===== src/hw/rtl/lcf_pkg.sv =====
package lcf_pkg;

  localparam int TAPS_DEF   = 32;
  localparam int RESULT_CAP = 32;
  localparam int CNT_W      = 6;
  localparam int SAMPLE_W   = 16;
  localparam int INDEX_W    = 5;
  localparam int PROD_W     = 32;
  localparam int ACC_W      = 40;
  localparam int FRAC_W     = 15;

  localparam logic [CNT_W-1:0] TAP_COUNT_RST = CNT_W'(32);

  typedef enum logic {
    OP_LOAD   = 1'b0,
    OP_SAMPLE = 1'b1
  } op_t;

  typedef struct packed {
    logic             coef_we;
    logic             shift_we;
    logic             shift_zero;
    logic             clr_we;
    logic             rd_en;
    logic [CNT_W-1:0] rd_idx;
    logic             acc_clr;
    logic             out_ld;
    logic             out_last;
  } cmd_t;

  typedef struct packed {
    logic [CNT_W-1:0] taps;
    logic             busy;
  } sts_t;

endpackage


===== src/hw/rtl/lcf_ifs.sv =====
interface lcf_in_if
  import lcf_pkg::*;
();
  logic                       valid;
  logic                       ready;
  logic                       opcode;
  logic [INDEX_W-1:0]         tap_index;
  logic signed [SAMPLE_W-1:0] value;
  logic                       final_sample;

  modport source (output valid, output opcode, output tap_index, output value,
                  output final_sample, input ready);
  modport sink (input valid, input opcode, input tap_index, input value,
                input final_sample, output ready);
endinterface

interface lcf_out_if
  import lcf_pkg::*;
();
  logic                       valid;
  logic                       ready;
  logic signed [SAMPLE_W-1:0] out_sample;
  logic                       clipped;
  logic                       block_end;

  modport source (output valid, output out_sample, output clipped, output block_end,
                  input ready);
  modport sink (input valid, input out_sample, input clipped, input block_end,
                output ready);
endinterface

interface lcf_cfg_if
  import lcf_pkg::*;
();
  logic             valid;
  logic             ready;
  logic [CNT_W-1:0] data;

  modport source (output valid, output data, input ready);
  modport sink (input valid, input data, output ready);
endinterface


===== src/hw/rtl/lcf_ctrl.sv =====
module lcf_ctrl
  import lcf_pkg::*;
(
  input  logic clk,
  input  logic rst_n,
  input  logic in_valid,
  output logic in_ready,
  input  logic in_opcode,
  input  logic in_final,
  output logic out_valid,
  input  logic out_ready,
  output cmd_t cmd,
  input  sts_t sts
);

  typedef enum logic [3:0] {
    ST_IDLE  = 4'b0001,
    ST_MAC   = 4'b0010,
    ST_DRAIN = 4'b0100,
    ST_EMIT  = 4'b1000
  } state_t;

  state_t           state_r, state_nxt;
  logic [CNT_W-1:0] k_r, k_nxt;
  logic [CNT_W-1:0] tail_r, tail_nxt;
  logic             fin_r, fin_nxt;
  logic             out_valid_r, out_valid_nxt;
  logic             out_free;

  assign out_free  = !out_valid_r || out_ready;
  assign in_ready  = (state_r == ST_IDLE);
  assign out_valid = out_valid_r;

  always_comb begin
    state_nxt = state_r;
    k_nxt     = k_r;
    tail_nxt  = tail_r;
    fin_nxt   = fin_r;
    cmd       = '0;
    unique case (state_r)
      ST_IDLE: begin
        if (in_valid) begin
          if (in_opcode == OP_LOAD) begin
            cmd.coef_we = 1'b1;
          end else begin
            cmd.shift_we = 1'b1;
            fin_nxt      = in_final;
            tail_nxt     = in_final ? sts.taps - 1'b1 : '0;
            k_nxt        = '0;
            state_nxt    = ST_MAC;
          end
        end
      end
      ST_MAC: begin
        cmd.rd_en   = 1'b1;
        cmd.rd_idx  = k_r;
        cmd.acc_clr = (k_r == '0);
        k_nxt       = k_r + 1'b1;
        if (k_r == sts.taps - 1'b1) begin
          state_nxt = ST_DRAIN;
        end
      end
      ST_DRAIN: begin
        if (!sts.busy) begin
          state_nxt = ST_EMIT;
        end
      end
      ST_EMIT: begin
        if (out_free) begin
          cmd.out_ld   = 1'b1;
          cmd.out_last = fin_r && (tail_r == '0);
          if (tail_r != '0) begin
            cmd.shift_we   = 1'b1;
            cmd.shift_zero = 1'b1;
            tail_nxt       = tail_r - 1'b1;
            k_nxt          = '0;
            state_nxt      = ST_MAC;
          end else begin
            cmd.clr_we = fin_r;
            state_nxt  = ST_IDLE;
          end
        end
      end
      default: begin
        state_nxt = ST_IDLE;
      end
    endcase
  end

  assign out_valid_nxt = cmd.out_ld ? 1'b1 : (out_ready ? 1'b0 : out_valid_r);

  always_ff @(posedge clk) begin
    if (!rst_n) begin
      state_r     <= ST_IDLE;
      k_r         <= '0;
      tail_r      <= '0;
      fin_r       <= 1'b0;
      out_valid_r <= 1'b0;
    end else begin
      state_r     <= state_nxt;
      k_r         <= k_nxt;
      tail_r      <= tail_nxt;
      fin_r       <= fin_nxt;
      out_valid_r <= out_valid_nxt;
    end
  end

endmodule


===== src/hw/rtl/lcf_datapath.sv =====
module lcf_datapath
  import lcf_pkg::*;
#(
  parameter int TAPS = TAPS_DEF
) (
  input  logic                       clk,
  input  logic                       rst_n,
  input  cmd_t                       cmd,
  output sts_t                       sts,
  input  logic                       cfg_we,
  input  logic [CNT_W-1:0]           cfg_data,
  input  logic [INDEX_W-1:0]         in_tap_index,
  input  logic signed [SAMPLE_W-1:0] in_value,
  output logic signed [SAMPLE_W-1:0] out_sample,
  output logic                       out_clipped,
  output logic                       out_block_end
);

  localparam int AW   = (TAPS > 1) ? $clog2(TAPS) : 1;
  localparam int LMAX = (TAPS < RESULT_CAP) ? TAPS : RESULT_CAP;

  logic [CNT_W-1:0] tap_count_r;
  logic [CNT_W-1:0] taps;

  logic signed [SAMPLE_W-1:0] coef_mem [TAPS];
  logic signed [SAMPLE_W-1:0] dl_mem [TAPS];
  logic [TAPS-1:0]            coef_vld_r;
  logic [TAPS-1:0]            dl_vld_r;

  logic [AW-1:0]              hp_r, hp_nxt;
  logic [AW-1:0]              hp_dec;
  logic [AW:0]                rd_sum;
  logic [AW-1:0]              rd_phys;
  logic [AW:0]                clr_sum;
  logic [AW-1:0]              clr_phys;
  logic [CNT_W-1:0]           taps_m1;
  logic [AW-1:0]              coef_rd_addr;
  logic [INDEX_W+1:0]         ti_ext;
  logic                       ti_ok;
  logic                       dl_we;
  logic [AW-1:0]              dl_wr_addr;
  logic signed [SAMPLE_W-1:0] dl_wr_data;

  logic signed [SAMPLE_W-1:0] coef_rd_r, dl_rd_r;
  logic                       coef_rv_r, dl_rv_r;
  logic                       rd_vld_r, prod_vld_r;
  logic signed [SAMPLE_W-1:0] coef_op, dl_op;
  logic signed [PROD_W-1:0]   prod_r;
  logic signed [ACC_W-1:0]    acc_r;
  logic signed [ACC_W-1:0]    rnd;
  logic signed [ACC_W-FRAC_W-1:0] y;
  logic signed [SAMPLE_W-1:0] sat_val;
  logic                       sat_flag;

  logic signed [SAMPLE_W-1:0] out_sample_r;
  logic                       out_clipped_r, out_block_end_r;

  always_comb begin
    if (tap_count_r == '0) begin
      taps = CNT_W'(1);
    end else if (tap_count_r > CNT_W'(LMAX)) begin
      taps = CNT_W'(LMAX);
    end else begin
      taps = tap_count_r;
    end
  end

  assign sts.taps = taps;
  assign sts.busy = rd_vld_r || prod_vld_r;

  always_ff @(posedge clk) begin
    if (!rst_n) begin
      tap_count_r <= TAP_COUNT_RST;
    end else if (cfg_we) begin
      tap_count_r <= cfg_data;
    end
  end

  assign hp_dec   = (hp_r == '0) ? AW'(TAPS - 1) : hp_r - 1'b1;
  assign hp_nxt   = cmd.shift_we ? hp_dec : hp_r;
  assign rd_sum   = {1'b0, hp_r} + {1'b0, cmd.rd_idx[AW-1:0]};
  assign rd_phys  = (rd_sum >= (AW+1)'(TAPS)) ? AW'(rd_sum - (AW+1)'(TAPS)) : rd_sum[AW-1:0];
  assign taps_m1  = taps - 1'b1;
  assign clr_sum  = {1'b0, hp_r} + {1'b0, taps_m1[AW-1:0]};
  assign clr_phys = (clr_sum >= (AW+1)'(TAPS)) ? AW'(clr_sum - (AW+1)'(TAPS))
                                               : clr_sum[AW-1:0];
  assign coef_rd_addr = cmd.rd_idx[AW-1:0];

  assign ti_ext = (INDEX_W+2)'(in_tap_index);
  assign ti_ok  = ti_ext < (INDEX_W+2)'(TAPS);

  assign dl_we      = cmd.shift_we || cmd.clr_we;
  assign dl_wr_addr = cmd.shift_we ? hp_dec : clr_phys;
  assign dl_wr_data = (cmd.shift_we && !cmd.shift_zero) ? in_value : '0;

  always_ff @(posedge clk) begin
    if (cmd.coef_we && ti_ok) begin
      coef_mem[ti_ext[AW-1:0]] <= in_value;
    end
    if (dl_we) begin
      dl_mem[dl_wr_addr] <= dl_wr_data;
    end
    coef_rd_r <= coef_mem[coef_rd_addr];
    dl_rd_r   <= dl_mem[rd_phys];
  end

  always_ff @(posedge clk) begin
    if (!rst_n) begin
      coef_vld_r <= '0;
      dl_vld_r   <= '0;
      hp_r       <= '0;
      coef_rv_r  <= 1'b0;
      dl_rv_r    <= 1'b0;
      rd_vld_r   <= 1'b0;
      prod_vld_r <= 1'b0;
    end else begin
      if (cmd.coef_we && ti_ok) begin
        coef_vld_r[ti_ext[AW-1:0]] <= 1'b1;
      end
      if (dl_we) begin
        dl_vld_r[dl_wr_addr] <= 1'b1;
      end
      hp_r       <= hp_nxt;
      coef_rv_r  <= coef_vld_r[coef_rd_addr];
      dl_rv_r    <= dl_vld_r[rd_phys];
      rd_vld_r   <= cmd.rd_en;
      prod_vld_r <= rd_vld_r;
    end
  end

  assign coef_op = coef_rv_r ? coef_rd_r : '0;
  assign dl_op   = dl_rv_r ? dl_rd_r : '0;

  always_ff @(posedge clk) begin
    prod_r <= coef_op * dl_op;
    if (cmd.acc_clr) begin
      acc_r <= '0;
    end else if (prod_vld_r) begin
      acc_r <= acc_r + ACC_W'(prod_r);
    end
  end

  assign rnd = acc_r + ACC_W'(1 << (FRAC_W - 1));
  assign y   = rnd[ACC_W-1:FRAC_W];

  always_comb begin
    sat_flag = 1'b0;
    sat_val  = y[SAMPLE_W-1:0];
    if (y > (ACC_W-FRAC_W)'(32767)) begin
      sat_flag = 1'b1;
      sat_val  = 16'sh7FFF;
    end else if (y < -(ACC_W-FRAC_W)'(32768)) begin
      sat_flag = 1'b1;
      sat_val  = -16'sh8000;
    end
  end

  always_ff @(posedge clk) begin
    if (cmd.out_ld) begin
      out_sample_r    <= sat_val;
      out_clipped_r   <= sat_flag;
      out_block_end_r <= cmd.out_last;
    end
  end

  assign out_sample    = out_sample_r;
  assign out_clipped   = out_clipped_r;
  assign out_block_end = out_block_end_r;

endmodule


===== src/hw/rtl/linear_convolution_fir.sv =====
// A load beat writes a coefficient. For a sample beat with L active taps, and for
// each zero-shifted tail result after a final one, one shared multiply-accumulate
// walks the taps, one tap per cycle, reading both tap memories through one port
// each; no beat is taken until the result is registered for the output.
// Reset clears the control state, the tap count to 32 and the memory valid bits;
// memories then read as zero until written, with no clearing pass.
module linear_convolution_fir
  import lcf_pkg::*;
#(
  parameter int TAPS = TAPS_DEF
) (
  input  logic             clk,
  input  logic             rst_n,
  lcf_in_if.sink           in_chan,
  lcf_out_if.source        out_chan,
  lcf_cfg_if.sink          cfg_chan
);

  cmd_t cmd;
  sts_t sts;

  assign cfg_chan.ready = 1'b1;

  lcf_ctrl u_ctrl (
    .clk       (clk),
    .rst_n     (rst_n),
    .in_valid  (in_chan.valid),
    .in_ready  (in_chan.ready),
    .in_opcode (in_chan.opcode),
    .in_final  (in_chan.final_sample),
    .out_valid (out_chan.valid),
    .out_ready (out_chan.ready),
    .cmd       (cmd),
    .sts       (sts)
  );

  lcf_datapath #(
    .TAPS (TAPS)
  ) u_datapath (
    .clk           (clk),
    .rst_n         (rst_n),
    .cmd           (cmd),
    .sts           (sts),
    .cfg_we        (cfg_chan.valid),
    .cfg_data      (cfg_chan.data),
    .in_tap_index  (in_chan.tap_index),
    .in_value      (in_chan.value),
    .out_sample    (out_chan.out_sample),
    .out_clipped   (out_chan.clipped),
    .out_block_end (out_chan.block_end)
  );

endmodule


===== src/flat_wrapper.sv =====
// flat-port wrapper written by rule: the top's interface ports become plain ports
module linear_convolution_fir_flat import lcf_pkg::*;
#(
  parameter int TAPS = TAPS_DEF
)
  (clk, rst_n, in_chan_valid, in_chan_opcode, in_chan_tap_index, in_chan_value, in_chan_final_sample, in_chan_ready, out_chan_valid, out_chan_out_sample, out_chan_clipped, out_chan_block_end, out_chan_ready, cfg_chan_valid, cfg_chan_data, cfg_chan_ready);
  lcf_in_if in_chan_i ();
  lcf_out_if out_chan_i ();
  lcf_cfg_if cfg_chan_i ();
  input  logic clk;
  input  logic rst_n;
  input wire logic [$bits(in_chan_i.valid)-1:0] in_chan_valid;
  input wire logic [$bits(in_chan_i.opcode)-1:0] in_chan_opcode;
  input wire logic [$bits(in_chan_i.tap_index)-1:0] in_chan_tap_index;
  input wire logic [$bits(in_chan_i.value)-1:0] in_chan_value;
  input wire logic [$bits(in_chan_i.final_sample)-1:0] in_chan_final_sample;
  output wire logic [$bits(in_chan_i.ready)-1:0] in_chan_ready;
  output wire logic [$bits(out_chan_i.valid)-1:0] out_chan_valid;
  output wire logic [$bits(out_chan_i.out_sample)-1:0] out_chan_out_sample;
  output wire logic [$bits(out_chan_i.clipped)-1:0] out_chan_clipped;
  output wire logic [$bits(out_chan_i.block_end)-1:0] out_chan_block_end;
  input wire logic [$bits(out_chan_i.ready)-1:0] out_chan_ready;
  input wire logic [$bits(cfg_chan_i.valid)-1:0] cfg_chan_valid;
  input wire logic [$bits(cfg_chan_i.data)-1:0] cfg_chan_data;
  output wire logic [$bits(cfg_chan_i.ready)-1:0] cfg_chan_ready;
  assign in_chan_i.valid = in_chan_valid;
  assign in_chan_i.opcode = in_chan_opcode;
  assign in_chan_i.tap_index = in_chan_tap_index;
  assign in_chan_i.value = in_chan_value;
  assign in_chan_i.final_sample = in_chan_final_sample;
  assign in_chan_ready = in_chan_i.ready;
  assign out_chan_valid = out_chan_i.valid;
  assign out_chan_out_sample = out_chan_i.out_sample;
  assign out_chan_clipped = out_chan_i.clipped;
  assign out_chan_block_end = out_chan_i.block_end;
  assign out_chan_i.ready = out_chan_ready;
  assign cfg_chan_i.valid = cfg_chan_valid;
  assign cfg_chan_i.data = cfg_chan_data;
  assign cfg_chan_ready = cfg_chan_i.ready;
  linear_convolution_fir #(.TAPS(TAPS)) u_core (.clk(clk), .rst_n(rst_n), .in_chan(in_chan_i), .out_chan(out_chan_i), .cfg_chan(cfg_chan_i));
endmodule

===== config.mk =====
export PLATFORM = sky130hd
export DESIGN_NAME = linear_convolution_fir_flat
export DESIGN_NICKNAME = d
export VERILOG_FILES = /design/src/hw/rtl/lcf_pkg.sv /design/src/hw/rtl/lcf_ifs.sv /design/src/hw/rtl/lcf_ctrl.sv /design/src/hw/rtl/lcf_datapath.sv /design/src/hw/rtl/linear_convolution_fir.sv /design/src/flat_wrapper.sv
export SDC_FILE = /design/constraint.sdc
export NUM_CORES = 2
export LEC_CHECK = 0
export BUFFER_PORTS_ARGS = -buffer_cell sky130_fd_sc_hd__buf_2
export CAP_MARGIN = 20
export CORE_UTILIZATION = 25
export DETAILED_ROUTE_END_ITERATION = 16
export PLACE_DENSITY = 0.48
export SLEW_MARGIN = 20
export SYNTH_ARGS = -nofsm -noshare
export SYNTH_HDL_FRONTEND = slang
export SYNTH_SLANG_ARGS = --single-unit
export TNS_END_PERCENT = 30

===== constraint.sdc =====
create_clock -name clk -period 7.3 [get_ports clk]
set_input_delay 1.46 -clock clk [delete_from_list [all_inputs] [get_ports clk]]
set_output_delay 1.46 -clock clk [all_outputs]
set_load 0.02 [all_outputs]

# Word level (Yosys, flattened, before mapping)

Memories as Yosys holds them, arrays and structs flattened. A register that Yosys moved wholly into a read port is not among the register bits.
Index checks and enable logic that the tools add are counted.

Order comparisons: 12
Equality and inequality tests: 11
Reduce and logical (&&, ||, !) cells: 23
Bitwise operators: 2
Multipliers: 1
$add $sub $neg: 10
Multiplexer cells: 55

Operators with widths:

| operator               | count |
|---|---|
| $mux 6                 | 11 |
| $mux 16                | 4 |
| $or 32x32->32          | 2 |
| $add 40x16->40 const B | 1 |
| $add 40x32->40         | 1 |
| $mul 16x16->32         | 1 |
| $lt 5x6->1 const B     | 5 |
| $gt 25x16->1 const B   | 1 |
| $lt 25x16->1 const B   | 1 |
| $mux 4                 | 5 |
| $mux 5                 | 4 |
| $logic_not 6->1        | 3 |
| $pmux 6 s3             | 1 |
| $pmux 4 s4             | 1 |
| $mux 1                 | 15 |
| $reduce_and 5->1       | 3 |
| $sub 5x1->5 const B    | 3 |
| $add 5x5->6            | 2 |
| $ge 6x6->1 const B     | 2 |
| $mux 2                 | 6 |
| $ne 2x2->1 const B     | 6 |
| $pmux 6 s2             | 1 |
| $sub 6x1->6 const B    | 2 |
| $bmux 1 s5             | 2 |
| 21 further kinds       | 31 |

Memory bits (writable): 1024
Memories: 2
Flip-flop bits (word level): 187
Output and inout port bits: 21

Memories:

| name                       | words | width | rd ports | clocked after memory_dff | wr ports | RTL line           | RTL |
|---|---|---|---|---|---|---|---|
| u_core.u_datapath.coef_mem | 32    | 16    | 1        | 1                        | 1        | lcf_datapath.sv:25 | `logic signed [SAMPLE_W-1:0] coef_mem [TAPS];` |
| u_core.u_datapath.dl_mem   | 32    | 16    | 1        | 1                        | 1        | lcf_datapath.sv:26 | `logic signed [SAMPLE_W-1:0] dl_mem [TAPS];` |

# Longest topological paths before layout

Depth after elaboration: 13
Mapped depth: 26
Depth with buffers taken out: 25

# Modules after synthesis

A second synthesis with hierarchy kept.

Cells, all modules: 3751
Area, all modules: 59348.2 sq um

Modules (own cells, without submodules):

| module                 | cells each | times used | area each (sq um) | seq. area each (sq um) |
|---|---|---|---|---|
| lcf_datapath           | 3593       | 1          | 58045.7           | 34953.5 |
| lcf_ctrl               | 156        | 1          | 1291.2            | 360.3 |
| linear_convolution_fir | 2          | 1          | 11.3              | 0.0 |

# Worst setup path after synthesis

Ideal clock, no wire load.

Kind: register to register
Start point: register u_core.u_datapath.dl_rv_r
End point: register u_core.u_datapath.prod_r[30]
Buffers on the path: 2
Arrival: 6372 ps
Stages on the path, launching flop included: 26
Period minus slack after synthesis: 6445 ps
Setup time: 72 ps
Slack: 855 ps
Path through: dfxtp_1 > clkbuf_1 > and2_0 > clkbuf_1 > nand2_1 > fa_1 > inv_1 > fa_1 > inv_1 > fa_1 > inv_1 > fa_1 > fa_1 > inv_1 > fa_1 > inv_1 > ha_1 > nand4_1 > nor2_1 > a2111oi_2 > o21ai_2 > a31oi_4 > o21ai_1 > or4_1 > a311oi_2 > xnor2_1

Cells in the longest elaborated chain, start to end: 2

RTL lines:

| item                   | RTL line            | RTL |
|---|---|---|
| start, declared        | lcf_datapath.sv:45  | `logic coef_rv_r, dl_rv_r;` |
| start signal, assigned | lcf_datapath.sv:125 | `dl_rv_r <= dl_vld_r[rd_phys];` |
| $mux 16                | lcf_datapath.sv:132 | `assign dl_op = dl_rv_r ? dl_rd_r : '0;` |
| $mul 16x16->32         | lcf_datapath.sv:135 | `prod_r <= coef_op * dl_op;` |
| end signal, assigned   | lcf_datapath.sv:135 |  |
| end, declared          | lcf_datapath.sv:48  | `logic signed [PROD_W-1:0] prod_r;` |

Every way passes these cells.
A chain may end at the register's enable or synchronous reset.

# Worst setup path in the final report

Start point: register u_core.u_datapath.coef_rv_r
End point: register u_core.u_datapath.prod_r[31]

Cells in the longest elaborated chain, start to end: 2

RTL lines:

| item                   | RTL line            | RTL |
|---|---|---|
| start, declared        | lcf_datapath.sv:45  |  |
| start signal, assigned | lcf_datapath.sv:124 | `coef_rv_r <= coef_vld_r[coef_rd_addr];` |
| $mux 16                | lcf_datapath.sv:131 | `assign coef_op = coef_rv_r ? coef_rd_r : '0;` |
| $mul 16x16->32         | lcf_datapath.sv:135 |  |

Every way passes these cells.

==> flow_summary.yaml <==
power_and_ir_drop:
  p_per_area_nw_per_um2: 242
  p_leak_nw: 24.5
  ir_drop_mv: 0.275
routing:
  vias_per_cell: 4.53
  met3WireLength_um: 6580
  drt-pass1-iter-count: 6
  wl_met2_um: 77100
  drc: 0
  topRoutingLayerUsed: "met4"
  routedWlPerCell_um: 20.7
  drt_iter0_drc: 2758
  vias: 35200
  met1_length_um: 73400
  drt_wl_total_um: 161000
  ant_nets: 0
timing:
  hold_violations: 0
  skew_ns: 0.0462
  fmax_mhz: 145
  worst_pin_slew_ns: 1.11
  fin_tns_setup_ns: 0
  min_period_ns: 6.91
  relSlewSlack_pct: 26.3
  period_share_pct: 94.6
  setup_viol: 0
  rsz0062_at_grt: "false"
  slew_violations: 0
synth:
  synth-compound-area-share_pct: 5.91
  synthTopCellsByArea: "edfxtp_1 (52%), fa_1 (8.8%), mux4_2 (7.0%)"
  synth_top_family_by_area: "adder cells"
  synth-xor-area-share_pct: 1.60
  synth_top_cell_by_area: "edfxtp_1"
  synthSimpleGateAreaFrac_pct: 9.15
  ys_types: 90
  synth-seq-cells: 1243
  synth_edf_count: 1042
  synth.avg_cell_area_um2: 13.7
  syn_nets: 4823
  ys.warnings.count: 0
  syn_inst: 4388
  synth.top_cell.area_share_pct: 52.0
  synthesis.area_um2: 60200
  synth_common_cells: "edfxtp_1 (1042), nand2_1 (516), inv_1 (354)"
  synthFlopType: "edfxtp_1"
  synth.most_common_cell: "edfxtp_1"
  ys_seq_area_share_pct: 58.7
  synthArstFlopShare_pct: 0
  synth.mux.area_fraction_pct: 9.37
  synth_fa_ha_area_share_pct: 11.6
critical_path:
  crit_fanout: 34
  endpoint_kind: "register"
  worstPathArrival_ns: 7.60
  critPathKind: "reg2reg"
  startpoint_type: "register"
  cp.required_ns: 7.99
cells_and_area:
  final_nets: 4927
  n_antenna_cell: 0
  utilization_pct: 29.1
  drive_gt1_share_pct: 16.2
  area_delta_synth_final_pct: 15.2
clock_tree:
  cts-buffers-inserted: 140
  cts_root_buffer: "clkbuf_16"
  clkLatencyLatePin_ns: 0.81
  clockBufferDepth: 3
  h-tree-depth: 4
  cts_sinks: 1243
  cts_tree: "built"
  holdBufCountCts: 0
  cts.clk_slew.worst_paths_ns: 0.06
  cts_setup_buffers: 0
floorplan:
  rows: 179
  die-area_um2: 243000
  coreArea_um2: 239000
  die_y_um: 493
  die_w_um: 493
  ios: 55
  initial_core_util_pct: 25.2
global_routing:
  grt_overflow: 0
  grt_antenna_before_repair: 7
  grt_max_degree: 71
  grt_usage_pct: 13.1
  grt_pass1_vias: 35800
  grt_pass1_wl_um: 238000
placement:
  dpl.hpwl_um: 103000
  place_congestion: 0.833
  port_buffers: 53
run:
  drv_cap: 0
status:
  status: "complete, no violations"
min_path:
  hold_class: "reg2reg"
stage by stage:
stage,cell area [µm²],power (W),setup slack (ns),cells,hold WS (ns)
final,69300,0.0168,0.395,7774,0.462
after global routing,69300,0.0173,0.0149,7774,0.475
after CTS,69300,0.0170,0.380,7773,0.466
after detailed placement,64800,0.0101,0.397,7516,0.452
after global placement,64700,0.0100,0.489,7516,0.442
after floorplan,60200,0.00935,0.855,4388,0.435
worst paths after layout:
path	end	slack [ns]	cells past startpoint	startpoint
max	u_core.u_datapath.prod_r[31]	0.39	22	u_core.u_datapath.coef_rv_r
min	u_core.u_datapath.coef_vld_r[18]	0.46	1	u_core.u_datapath.coef_vld_r[18]
min reg2reg	u_core.u_datapath.coef_vld_r[18]	0.46	1	u_core.u_datapath.coef_vld_r[18]
max reg2reg	u_core.u_datapath.prod_r[31]	0.39	22	u_core.u_datapath.coef_rv_r
kinds of logic after synthesis:
logic type	after synthesis
compound gates	514
mux	320
buf+inv	575
simple gates	1230
flops	1243
other cells	1
fa+ha+maj	401
xor+xnor	104
final cells by class:
type,instances,area (µm²)
tap,3167,3960
fill,24000,169000
multi-input combinational,2570,22900
sequential,1243,35300
clock buffer,184,3730
timing repair buffer,180,1270
clock inverter,73,800
inverter,357,1340
report_power, final:
part	internal (W)	switching (W)	leakage, nW
Combinational	0.000723	0.00108	11.2
Clock	0.00391	0.00300	2.18
Sequential	0.00794	0.000132	11.2
Total	0.0126	0.00421	24.5
state kept, by name (all words and copies together) (netlist names), 4 cells and up:
name / flops
u_core.u_datapath.acc_r: 40
u_core.u_datapath.tap_count_r: 6
u_core.u_datapath.dl_mem: 512
u_core.u_datapath.dl_rd_r: 16
u_core.u_datapath.coef_vld_r: 32
u_core.u_datapath.coef_rd_r: 16
u_core.u_datapath.prod_r: 32
u_core.u_datapath.hp_r: 5
u_core.u_ctrl.tail_r: 6
u_core.u_ctrl.state_r: 4
u_core.u_datapath.dl_vld_r: 32
u_core.u_ctrl.k_r: 6
u_core.u_datapath.coef_mem: 512
u_core.u_datapath.out_sample: 16
layout by cell type, fill, tap and decap left out, types with 30 or more instances in the layout:
cell / n
a21o_1: 34
a21oi_1: 103
a311oi_1: 52
and2_1: 41
and3_1: 34
buf_2: 52
buf_4: 124
clkbuf_1: 37
clkbuf_16: 140
clkinv_1: 30
dfxtp_1: 198
edfxtp_1: 1042
fa_1: 264
ha_1: 135
inv_1: 352
mux2_2: 67
mux2i_1: 65
mux4_2: 188
nand2_1: 513
nand3_1: 217
nor2_1: 253
nor2_2: 32
o21a_1: 77
o21ai_0: 104
xnor2_1: 68
xor2_1: 30
critical path, stage by stage, from the launching register on:
cell and delay [ns]:
dfxtp_1 0.30, buf_4 0.27, and2_1 0.53, nand2_1 0.16, fa_1 0.60, inv_1 0.07, fa_1 0.48, fa_1 0.58
fa_1 0.43, fa_1 0.49, inv_1 0.05, fa_1 0.47, inv_1 0.04, ha_1 0.33, and3_1 0.27, a31oi_1 0.22
nand2_1 0.10, o41ai_2 0.39, o22ai_1 0.20, a211o_1 0.32, a31o_1 0.22, a21oi_2 0.14, xnor2_1 0.13
layer usage:
metal / up-vias / global-route usage (%)
met3: 205 / 1.99
met2: 729 / 21.6
met1: 18200 / 17.8
met4: 0 / 3.53
li1: 16100 / -
met5: - / 0
repair_timing:
action                                  4_1_cts  5_1_grt
endpoints found under the hold margin         0        0
resized for setup                             0        1
endpoints found under the setup margin        0        1
(Power assumes the default switching activity.)
